`config.mk`:
```
export PLATFORM = sky130hd
export DESIGN_NAME = bfh_queue
export DESIGN_NICKNAME = d
export VERILOG_FILES = /design/src/rtl/bfh_pkg.sv /design/src/rtl/bfh_queue.sv
export SDC_FILE = /design/constraint.sdc
export NUM_CORES = 1
export LEC_CHECK = 0
export BUFFER_PORTS_ARGS = -buffer_cell sky130_fd_sc_hd__buf_2
export CAP_MARGIN = 20
export CORE_ASPECT_RATIO = 1.2
export CORE_MARGIN = 2
export CORE_UTILIZATION = 40
export CTS_CLUSTER_SIZE = 8
export DETAILED_ROUTE_END_ITERATION = 7
export GPL_ROUTABILITY_DRIVEN = 0
export GPL_TIMING_DRIVEN = 0
export PLACE_DENSITY_LB_ADDON = 0.1
export RECOVER_POWER = 50
export SETUP_SLACK_MARGIN = 0.2
export SYNTH_ARGS = -nofsm -noshare
export SYNTH_HDL_FRONTEND = slang
export SYNTH_SLANG_ARGS = --single-unit
export TNS_END_PERCENT = 30
```
`constraint.sdc`:
```
create_clock -name i_clk -period 3.3 [get_ports i_clk]
set_input_delay 0.495 -clock i_clk [delete_from_list [all_inputs] [get_ports i_clk]]
set_output_delay 0.495 -clock i_clk [all_outputs]
set_load 0.005 [all_outputs]
```
`src/rtl/bfh_pkg.sv`:
```
package bfh_pkg;

    localparam int KEY_W     = 64;
    localparam int FILL_W    = 13;
    localparam int SIZE_W    = 4;
    localparam int SIZE_MIN  = 6;
    localparam int LANES     = 4;
    localparam int ROW_SHIFT = 6;
    localparam int ROW_BITS  = 64;

    localparam logic [SIZE_W-1:0] SIZE_RESET = 4'd12;

    localparam logic [KEY_W-1:0] HASH_SUB = 64'd4484849178131;
    localparam logic [KEY_W-1:0] HASH_MUL = 64'd5159830179831;
    localparam logic [KEY_W-1:0] HASH_OFF = 64'd3511938889975819;

    localparam int MIX_SHR = 37;
    localparam int MIX_SHL = 11;

    localparam logic [5:0] ROT_AMT [LANES] = '{6'd0, 6'd17, 6'd23, 6'd51};

    typedef struct packed {
        logic full;
        logic empty;
    } t_q_stat;

    function automatic logic [KEY_W-1:0] rotr64(input logic [KEY_W-1:0] v,
                                                input logic [5:0] r);
        logic [2*KEY_W-1:0] d;
        d = {v, v} >> r;
        return d[KEY_W-1:0];
    endfunction

endpackage

```
`src/rtl/bfh_queue.sv`:
```
module bfh_queue #(
    parameter int WIDTH = 49
) (
    input  logic             i_clk,
    input  logic             i_rst_n,
    input  logic             i_push,
    input  logic [WIDTH-1:0] i_data,
    input  logic             i_pop,
    output logic [WIDTH-1:0] o_data,
    output bfh_pkg::t_q_stat o_stat
);

    logic [WIDTH-1:0] r_mem [2];
    logic             r_wr;
    logic             r_rd;
    logic [1:0]       r_cnt;

    always_ff @(posedge i_clk) begin
        if (!i_rst_n) begin
            r_wr  <= 1'b0;
            r_rd  <= 1'b0;
            r_cnt <= 2'd0;
        end else begin
            if (i_push) begin
                r_mem[r_wr] <= i_data;
                r_wr        <= ~r_wr;
            end
            if (i_pop) begin
                r_rd <= ~r_rd;
            end
            if (i_push && !i_pop) begin
                r_cnt <= r_cnt + 2'd1;
            end else if (!i_push && i_pop) begin
                r_cnt <= r_cnt - 2'd1;
            end
        end
    end

    assign o_data       = r_mem[r_rd];
    assign o_stat.full  = (r_cnt == 2'd2);
    assign o_stat.empty = (r_cnt == 2'd0);

`ifndef SYNTHESIS
    a_q_depth: assert property (@(posedge i_clk) disable iff (!i_rst_n)
        (r_cnt == 2'd2) |-> (r_wr == r_rd))
        else $error("queue pointers disagree with fill level");
`endif

endmodule

```
==> metrics <==
outcome=finished with violations; failing checks=capacitance limit, slew limit; CTS resizes=0; crit path time final=2.408 ns; Clk pwr share=32.1%; Nets=346; Global Route Usage Sum=12.65%; WL met2=3256 um; DRC viols=0; DRT iter0 DRCs=50; max cap viols=1; sequential area share after synthesis=81.07%; critical path required time=3.37 ns; crit path max fanout=18; xor/xnor cell area share of the yosys netlist=0.9333%; VDD IR max=0.2656 mV; worst hold path type=in2reg; Fin Clk Skew=0.005938 ns; largest stage delay on the critical path=1.31 ns; Final Hold Vio Count=0; Worst-path clk slew=0.10 ns; CTS tree=yes; crit-path cells=clkbuf_1, nand2_1, nor2_1, buf_16, buf_16; largest net degree at the start of global routing=33; Max Used Layer=met4; Mapped Area=0.003754 mm2; fill count=795; first-pass GRT wire length=9308 um; CTS H-tree lvls=3; Pre-Repair DR Iteration Count=4; # diodes=0; Synth area leaders=edfxtp_1, mux2_2, dfxtp_1; core area=0.009081 mm2; DRT met1 WL=2430 um; Yosys warning count=0; Synth Net Count=229; Gate Count Post-Synth=175; Post-synth ARST share=0%; final instance area=0.004683 mm2; vias in the first global route=1959; Max Slew Vio Count=18; dpl hpwl=4282 um; Final ANT Viol Nets=0; leading cell type by number of instances after synthesis=edfxtp_1; simple-gate share of the synthesized area=1.533%; multiplexer share of the synthesized area=14.70%; power share of the combinational group=9.9%; placed instance area=0.004503 mm2; number of synthesized flops with an enable pin=98; Rel. slew slack=-18.58%; worst hold slack=0.3149 ns; Lkg Pwr=0.001715 uW; Skew-Pair Late Insertion Delay=0.36 ns; final core occ=51.57%; DP Worst Slack=1.317 ns; Yosys reg bits=103; Compound-Gate Fraction of Synth Area=0.3333%; internal power=2056 uW; via density per instance=4.628; WL/cell=15.03 um; area delta synth->final=24.77%; post-route setup TNS=0 ns; IO Count=104; crit end category=flop; Yosys cell types=17; fin crit share=72.97%; CP Class=in2reg; # clock sinks=103; most used cell, CP=buf_16; share of cells above drive strength 1=53.20%; Synth area leader=edfxtp_1; CP max stage cell=nor2_1; I/O Buffers=103; Synth Flop Type=edfxtp_1; die height=110.1 um; CTS Hold Bufs=0; Initial Util=41.33%; commonest cells in the netlist=edfxtp_1, mux2_2, dfxtp_1; Die X=92.43 um; Adder-Cell Fraction of Synth Area=0.3333%; # Post-CTS Setup Buffers=0; synthesized area per cell=21.45 um2; initial antenna violation count=0; Vias=1930; RSZ-0062 raised after global routing=no; global route overflow=0; PD cells=553.4 mW/mm2; clk buf depth=2; Worst Slack Setup Final=0.8921 ns; CTS Buf Count=9; Die Area=0.01018 mm2; Final Setup Violations=0; # rows=38; Synth top area share=78.40%; Fmax achieved=415.3 MHz; root cell of the clock tree=clkbuf_8; share of power burned in registers=58.1%; met3 routed WL=426 um; Detailed Route WL=6266 um; largest family of logic cells by synthesized area=multiplexers; Critical Path AT=2.48 ns; switching share of total power=20.68%; Switch Pwr=536.0 uW; worst slew pin tran=1.772 ns; startpoint types=input pin
[layout make-up]
type	instances	area [um2]	share of cell area [%]
flip-flops and latches	103	3043	64.97
well taps	120	150.1	3.206
multi-input cells	66	669.4	14.29
inverters	1	3.754	0.08015
clock inverters	6	83.83	1.790
repair buffers	106	568.0	12.13
clock buffers	10	127.6	2.725
plain buffers	5	37.54	0.8015
[metal layers]
| layer | vias up | global-route usage, % |
|---|---|---|
| met5 | - | 0 |
| met1 | 939 | 12.55 |
| met3 | 10 | 3.943 |
| met2 | 64 | 22.68 |
| li1 | 917 | - |
| met4 | 0 | 8.635 |
[state kept, by name, summed over array words and instances, names as in the netlist, named ones only]
name / count
r_wr: 1
r_mem: 98
r_cnt: 2
r_rd: 1
[power groups by stage]
stage | clock network, uW | logic, uW | registers (uW)
after floorplan | 0 | 135 | 1530
after global placement | 0 | 250 | 1540
after detailed placement | 0 | 265 | 1540
after CTS | 859 | 267 | 1510
after global routing | 905 | 281 | 1510
final | 831 | 255 | 1500
[layout by cell type, fill, tap and decap left out]
cell        n
a21boi_0    1
and2_0      1
and2_1      3
and2b_2     1
and3_1      1
buf_12      1
buf_16      2
buf_2      88
buf_6       2
bufinv_16   2
clkbuf_1   19
clkbuf_8    9
clkinv_2    3
dfxtp_1     5
edfxtp_1   98
ha_1        1
inv_1       1
inv_6       1
mux2_2     49
nand2_1     1
nor2_1      2
o21ai_0     1
or3_1       1
xnor2_1     1
xor2_1      3
[worst max-delay path: cells and delay by family]
family / cells / cell delay [ns]
buffers and inverters: 3 / 0.58
AND/OR/NAND/NOR: 2 / 1.39
[logic make-up after synthesis]
group,Yosys count
mux,49
buf+inv,6
xor+xnor,4
simple gates,10
flops,103
fa+ha+maj,1
compound gates,2
[stage by stage]
step | total power, uW | std cells
detailed placement | 1801 | 401
global route | 2696 | 417
CTS | 2632 | 417
finish | 2592 | 417
global placement | 1789 | 398
floorplan | 1668 | 175
[worst paths after layout]
kind,start,to,slack (ns),cells after the start
worst max register to register,r_wr,r_mem[0][2],0.92,3
worst min register to register,r_cnt[1],r_cnt[1],0.52,2
worst min-delay path,i_data[39],r_mem[0][39],0.31,1
worst max-delay path,i_push,r_mem[0][2],0.89,5
Power figures use the tool's default switching activity.
