--- src/rtl/bfh_pkg.sv ---
package bfh_pkg;

    localparam int KEY_W     = 64;
    localparam int FILL_W    = 13;
    localparam int SIZE_W    = 4;
    localparam int SIZE_MIN  = 6;
    localparam int LANES     = 4;
    localparam int ROW_SHIFT = 6;
    localparam int ROW_BITS  = 64;

    localparam logic [SIZE_W-1:0] SIZE_RESET = 4'd12;

    localparam logic [KEY_W-1:0] HASH_SUB = 64'd4484849178131;
    localparam logic [KEY_W-1:0] HASH_MUL = 64'd5159830179831;
    localparam logic [KEY_W-1:0] HASH_OFF = 64'd3511938889975819;

    localparam int MIX_SHR = 37;
    localparam int MIX_SHL = 11;

    localparam logic [5:0] ROT_AMT [LANES] = '{6'd0, 6'd17, 6'd23, 6'd51};

    typedef struct packed {
        logic full;
        logic empty;
    } t_q_stat;

    function automatic logic [KEY_W-1:0] rotr64(input logic [KEY_W-1:0] v,
                                                input logic [5:0] r);
        logic [2*KEY_W-1:0] d;
        d = {v, v} >> r;
        return d[KEY_W-1:0];
    endfunction

endpackage

--- src/rtl/bfh_in_if.sv ---
interface bfh_in_if;
    logic                       valid;
    logic                       ready;
    logic                       operation;
    logic [bfh_pkg::KEY_W-1:0]  key;

    modport source (output valid, output operation, output key, input ready);
    modport sink   (input valid, input operation, input key, output ready);
endinterface

--- src/rtl/bfh_front.sv ---
module bfh_front #(
    parameter int ADDR_W = 12
) (
    input  logic                               i_clk,
    input  logic                               i_rst_n,
    bfh_in_if.sink                             i_req,
    input  logic [ADDR_W-1:0]                  i_mask,
    input  logic                               i_hold,
    input  bfh_pkg::t_q_stat                   i_q_stat,
    output logic                               o_push,
    output logic [bfh_pkg::LANES*ADDR_W:0]     o_job
);

    localparam logic [2:0] F_IDLE = 3'd0;
    localparam logic [2:0] F_SUB  = 3'd1;
    localparam logic [2:0] F_MUL  = 3'd2;
    localparam logic [2:0] F_MIX  = 3'd3;
    localparam logic [2:0] F_PUSH = 3'd4;

    logic [2:0]                  r_state;
    logic [2:0]                  n_state;
    logic [1:0]                  r_lane;
    logic                        r_op;
    logic [bfh_pkg::KEY_W-1:0]   r_key;
    logic [bfh_pkg::KEY_W-1:0]   r_v;
    logic [bfh_pkg::KEY_W-1:0]   r_p0;
    logic [31:0]                 r_p1;
    logic [31:0]                 r_p2;
    logic [ADDR_W-1:0]           r_pos [bfh_pkg::LANES];

    logic                        w_accept;
    logic [bfh_pkg::KEY_W-1:0]   w_rot;
    logic [bfh_pkg::KEY_W-1:0]   w_h;
    logic [bfh_pkg::KEY_W-1:0]   w_mix;

    assign i_req.ready = (r_state == F_IDLE) && !i_hold;
    assign w_accept    = i_req.valid && i_req.ready;

    assign w_rot = bfh_pkg::rotr64(r_key, bfh_pkg::ROT_AMT[r_lane]);
    assign w_h   = r_p0 + {r_p1 + r_p2, 32'h0} - bfh_pkg::HASH_OFF;
    assign w_mix = w_h ^ (w_h >> bfh_pkg::MIX_SHR) ^ (w_h << bfh_pkg::MIX_SHL);

    always_comb begin
        n_state = r_state;
        case (r_state)
            F_IDLE: begin
                if (w_accept) begin
                    n_state = F_SUB;
                end
            end
            F_SUB:  n_state = F_MUL;
            F_MUL:  n_state = F_MIX;
            F_MIX: begin
                n_state = (r_lane == 2'd3) ? F_PUSH : F_SUB;
            end
            F_PUSH: begin
                if (!i_q_stat.full) begin
                    n_state = F_IDLE;
                end
            end
            default: n_state = F_IDLE;
        endcase
    end

    always_ff @(posedge i_clk) begin
        if (!i_rst_n) begin
            r_state <= F_IDLE;
            r_lane  <= 2'd0;
        end else begin
            r_state <= n_state;
            case (r_state)
                F_IDLE: begin
                    if (w_accept) begin
                        r_op   <= i_req.operation;
                        r_key  <= i_req.key;
                        r_lane <= 2'd0;
                    end
                end
                F_SUB: begin
                    r_v <= w_rot - bfh_pkg::HASH_SUB;
                end
                F_MUL: begin
                    r_p0 <= r_v[31:0] * bfh_pkg::HASH_MUL[31:0];
                    r_p1 <= r_v[31:0] * bfh_pkg::HASH_MUL[63:32];
                    r_p2 <= r_v[63:32] * bfh_pkg::HASH_MUL[31:0];
                end
                F_MIX: begin
                    r_pos[r_lane] <= w_mix[ADDR_W-1:0] & i_mask;
                    r_lane        <= r_lane + 2'd1;
                end
                default: ;
            endcase
        end
    end

    assign o_push = (r_state == F_PUSH) && !i_q_stat.full;
    assign o_job  = {r_op, r_pos[3], r_pos[2], r_pos[1], r_pos[0]};

`ifndef SYNTHESIS
    a_fr_start: assert property (@(posedge i_clk) disable iff (!i_rst_n)
        w_accept |=> (r_state == F_SUB) && (r_lane == 2'd0))
        else $error("hash sequence did not start at first lane");
    a_fr_push: assert property (@(posedge i_clk) disable iff (!i_rst_n)
        o_push |-> (r_lane == 2'd0))
        else $error("word pushed before all lanes hashed");
`endif

endmodule

--- src/flat_wrapper.sv ---
// flat-port wrapper written by rule: the top's interface ports become plain ports
module bfh_front_flat 
#(
    parameter int ADDR_W = 12
)
  (i_clk, i_rst_n, i_mask, i_hold, i_q_stat, o_push, o_job, i_req_valid, i_req_operation, i_req_key, i_req_ready);
  bfh_in_if i_req_i ();
  input  logic i_clk;
  input  logic i_rst_n;
  input  logic [ADDR_W-1:0] i_mask;
  input  logic i_hold;
  input  bfh_pkg::t_q_stat i_q_stat;
  output logic o_push;
  output logic [bfh_pkg::LANES*ADDR_W:0] o_job;
  input wire logic [$bits(i_req_i.valid)-1:0] i_req_valid;
  input wire logic [$bits(i_req_i.operation)-1:0] i_req_operation;
  input wire logic [$bits(i_req_i.key)-1:0] i_req_key;
  output wire logic [$bits(i_req_i.ready)-1:0] i_req_ready;
  assign i_req_i.valid = i_req_valid;
  assign i_req_i.operation = i_req_operation;
  assign i_req_i.key = i_req_key;
  assign i_req_ready = i_req_i.ready;
  bfh_front #(.ADDR_W(ADDR_W)) u_core (.i_clk(i_clk), .i_rst_n(i_rst_n), .i_req(i_req_i), .i_mask(i_mask), .i_hold(i_hold), .i_q_stat(i_q_stat), .o_push(o_push), .o_job(o_job));
endmodule
--- config.mk ---
export PLATFORM = sky130hd
export DESIGN_NAME = bfh_front_flat
export DESIGN_NICKNAME = d
export VERILOG_FILES = /design/src/rtl/bfh_pkg.sv /design/src/rtl/bfh_in_if.sv /design/src/rtl/bfh_front.sv /design/src/flat_wrapper.sv
export SDC_FILE = /design/constraint.sdc
export NUM_CORES = 2
export LEC_CHECK = 0
export ABC_AREA = 0
export BUFFER_PORTS_ARGS = -buffer_cell sky130_fd_sc_hd__buf_4
export CAP_MARGIN = 20
export CORE_MARGIN = 1.5
export CORE_UTILIZATION = 45
export DETAILED_ROUTE_END_ITERATION = 8
export MAX_ROUTING_LAYER = met4
export PLACE_DENSITY = 0.69
export SYNTH_ARGS = -nofsm -noshare
export SYNTH_HDL_FRONTEND = slang
export SYNTH_SLANG_ARGS = --single-unit
--- constraint.sdc ---
create_clock -name i_clk -period 10.6 [get_ports i_clk]
set_input_delay 1.06 -clock i_clk [delete_from_list [all_inputs] [get_ports i_clk]]
set_output_delay 1.06 -clock i_clk [all_outputs]
set_load 0.05 [all_outputs]
==> results.yml <==
logic_synthesis:
  synth.avg_cell_area_sq_um: 11.01
  yosys-mux-area-fraction_pct: 6.077
  synth_cell_type_count: 84
  synth-compound-area-share_pct: 7.596
  seq_area_frac_synth_pct: 20.92
  yosys_register_bits: 249
  syn-num-nets: 4274
  syn-cell-area_sq_mm: 0.03550
  synth_cells: 3225
  synthFlopType: "sky130_fd_sc_hd__edfxtp_1"
  synthAdderAreaFrac_pct: 44.75
  synth.yosys.warnings: 0
  synth_edf_count: 244
  synthSimpleGateAreaFrac_pct: 6.482
  async_reset_ff_share_pct: 0
  synth_top_family_by_area: "adder cells"
  xor_and_xnor_fraction_of_the_mapped_netlist_area_pct: 5.344
place:
  port_buffers: 132
  gpl.final_weighted_congestion: 0.9953
  detailedPlacementHpwl_mm: 75.85
global_route:
  grt_use_met2_pct: 38.62
  grt_first_pass_wirelength_mm: 140.0
  grt_antenna_before_repair: 0
  global_route.overflow_total: 0
  first_global_vias: 24811
  grt_busiest_layer: "met2"
  global_route.usage.total_pct: 23.16
  maximum_number_of_pins_on_one_net_before_global_route_repair: 74
  met3_usage_pct: 2.910
  met1_usage_in_global_routing_pct: 29.31
detailed_routing:
  totalWireLength_mm: 89.31
  first_pass_iters: 6
  avgViaCountPerCell: 5.384
  drc: 0
  post_drt_wl_per_cell_microns: 20.24
  routed-via-count: 23756
  route.antenna.remaining_nets: 0
  detail_route.iter0.violations: 1740
critical_path:
  worstSetupStartpointType: "flip-flop"
  worst-path-buf-inv: 9
  critical-path-max-stage-delay_ns: 0.77
  cp.arrival_ns: 9.20
  path_delay_family: "adder cells"
  reg2regPathDepth: 29
  cp-end-kind: "flip-flop"
  startpoint: "u_core.r_v[13]"
  critical_path.reg2reg.startpoint: "u_core.r_v[13]"
  r2r_setup_slack_ns: 1.70
  worstSetupPathType: "flip-flop to flip-flop"
  crit_cells: 29
  worst_path_maximum_fanout: 9
  setup_crit_end: "u_core.r_p0[47]"
  worstReg2RegEnd: "u_core.r_p0[47]"
  worstPathRequired_ns: 10.90
  slowest_stage: "sky130_fd_sc_hd__edfxtp_1"
job:
  timing.max_cap.violations: 0
clocking:
  clk_pin_slew_worst_paths_ns: 0.06
  h-tree-depth: 1
  holdBufCountCts: 0
  cts_buffers: 29
  clk_latency_ns: 0.56
  cts_root_buffer: "sky130_fd_sc_hd__clkbuf_16"
  post_cts_buffers: 0
  cts_num_sinks: 249
  clock_tree_from_tritoncts: "built"
  ctsLongestPathBuffers: 3
  post_cts.resized_instances: 0
run_status:
  run_status: "completed"
floorplanning:
  vertical_die_dimension_microns: 283.9
  initial_core_util_pct: 45.67
  floorplan_core_area_sq_mm: 0.07772
  std_cell_rows: 102
  die_w_microns: 283.9
  die-area_sq_mm: 0.08057
  num_io_pins: 134
timing:
  final.setup_skew_ns: 0.01401
  max-slew-margin-rel_pct: 36.15
  finalHoldViolCount: 0
  final.period_utilization_pct: 84.01
  max_slew.worst_pin.slew_ns: 0.9577
  setup_violations: 0
  rsz_0062_raised_after_global_routing: "no"
  finalMaxSlewViolations: 0
  fin_crit_ns: 8.905
  fin_tns_setup_ns: 0
  achievable-frequency_ghz: 0.1123
final_layout:
  finalNetCount: 4400
  post_route_cells_drive_above_1_share_pct: 8.778
  signed_area_change_from_the_synthesized_netlist_to_the_final_layout_pct: 8.608
  antenna_cells_inserted: 0
min_path:
  worstHoldPathType: "flip-flop to flip-flop"
[stage by stage]
step	instance area, sq um	utilization [%]	cells	hold WS [ns]	setup slack (ns)
6_report	38550	49.60	4412	0.5304	1.695
2_1_floorplan	35500	-	3225	0.4861	3.192
3_5_place_dp	37590	48.37	4360	0.5270	1.727
3_3_place_gp	37590	48.37	4360	0.5160	1.863
4_1_cts	38550	49.60	4412	0.5378	1.716
5_1_grt	38550	49.60	4412	0.5804	1.295
[cells in the mapped netlist (14+ instances only)]
cell,instances,area share (%)
sky130_fd_sc_hd__nor2b_1,20,0.35
sky130_fd_sc_hd__nand2b_1,20,0.35
sky130_fd_sc_hd__inv_1,731,7.7
sky130_fd_sc_hd__and3_1,14,0.25
sky130_fd_sc_hd__o21ai_0,72,1.0
sky130_fd_sc_hd__nor2_1,127,1.3
sky130_fd_sc_hd__clkbuf_1,19,0.20
sky130_fd_sc_hd__and2_1,32,0.56
sky130_fd_sc_hd__mux2i_1,43,1.2
sky130_fd_sc_hd__fa_1,506,29
sky130_fd_sc_hd__xnor2_1,159,3.9
sky130_fd_sc_hd__nor3_1,23,0.32
sky130_fd_sc_hd__edfxtp_1,244,21
sky130_fd_sc_hd__mux4_2,51,3.2
sky130_fd_sc_hd__nand2_1,144,1.5
sky130_fd_sc_hd__ha_1,460,16
sky130_fd_sc_hd__o21bai_1,17,0.36
sky130_fd_sc_hd__nand3_1,37,0.52
sky130_fd_sc_hd__o21a_1,22,0.47
sky130_fd_sc_hd__a211oi_1,17,0.36
sky130_fd_sc_hd__a21oi_1,105,1.5
sky130_fd_sc_hd__a21o_1,60,1.3
sky130_fd_sc_hd__mux4_1,14,1.0
sky130_fd_sc_hd__xor2_1,55,1.4
[layout make-up]
type	count	area, sq um
fillers	7057	39170
multi-input cells	2187	24970
flip-flops and latches	249	7428
inverters	732	2748
well taps	1040	1301
repair buffers	152	1141
clock buffers	31	733.2
clock inverters	21	226.5
[state kept, by name (all words and copies together), names as in the netlist]
| register | count |
|---|---|
| u_core.r_op | 1 |
| u_core.r_p0 | 48 |
| u_core.r_key | 64 |
| u_core.r_p1 | 17 |
| u_core.r_lane | 2 |
| u_core.r_p2 | 17 |
| u_core.r_state | 3 |
| u_core.r_pos | 48 |
| u_core.r_v | 49 |
[kinds of logic (layout without fill, tap and decap cells)]
group / Yosys count / after routing
xor+xnor: 215 / 215
compound gates: 405 / 405
flops: 249 / 249
buf+inv: 789 / 936
mux: 124 / 124
fa+ha+maj: 966 / 966
simple gates: 477 / 477
[tightest hold or removal path: stages, from the launching register on]
cell,delay (ns)
sky130_fd_sc_hd__dfxtp_1,0.34
sky130_fd_sc_hd__nand3_1,0.07
sky130_fd_sc_hd__a21boi_0,0.07
[routing by layer]
layer,wire (microns),vias to the layer above,share of wire (%)
met3,5203,186,5.8
met1,37380,11834,42
met5,0,-,0
met2,43420,836,49
met4,3303,0,3.7
li1,-,10900,-
[worst min path at each step]
stage / startpoint / endpoint / cells past startpoint
floorplan: u_core.r_state[2] / u_core.r_state[2] / 2
detailed placement: u_core.r_state[2] / u_core.r_state[2] / 2
finish: u_core.r_state[2] / u_core.r_state[2] / 2
global placement: u_core.r_state[2] / u_core.r_state[2] / 2
CTS: u_core.r_state[2] / u_core.r_state[2] / 2
global route: u_core.r_state[2] / u_core.r_state[2] / 2
[layout by cell type (no fill, tap or decap), types with 22 or more instances in the layout]
cell                        netlist  routed
sky130_fd_sc_hd__xor2_1          55      55
sky130_fd_sc_hd__ha_1           460     457
sky130_fd_sc_hd__nor2_1         127     127
sky130_fd_sc_hd__clkbuf_16        0      29
sky130_fd_sc_hd__buf_4            7     152
sky130_fd_sc_hd__and2_1          32      32
sky130_fd_sc_hd__nand3_1         37      37
sky130_fd_sc_hd__mux2i_1         43      43
sky130_fd_sc_hd__xnor2_1        159     159
sky130_fd_sc_hd__o21ai_0         72      72
sky130_fd_sc_hd__a21oi_1        105     105
sky130_fd_sc_hd__nand2_1        144     144
sky130_fd_sc_hd__fa_1           506     506
sky130_fd_sc_hd__edfxtp_1       244     244
sky130_fd_sc_hd__nor3_1          23      23
sky130_fd_sc_hd__a21o_1          60      60
sky130_fd_sc_hd__o21a_1          22      22
sky130_fd_sc_hd__inv_1          731     730
sky130_fd_sc_hd__mux4_2          51      51
Power is not shown: default switching activity piles up to over one toggle a cycle in this logic, so the estimate is an artifact.
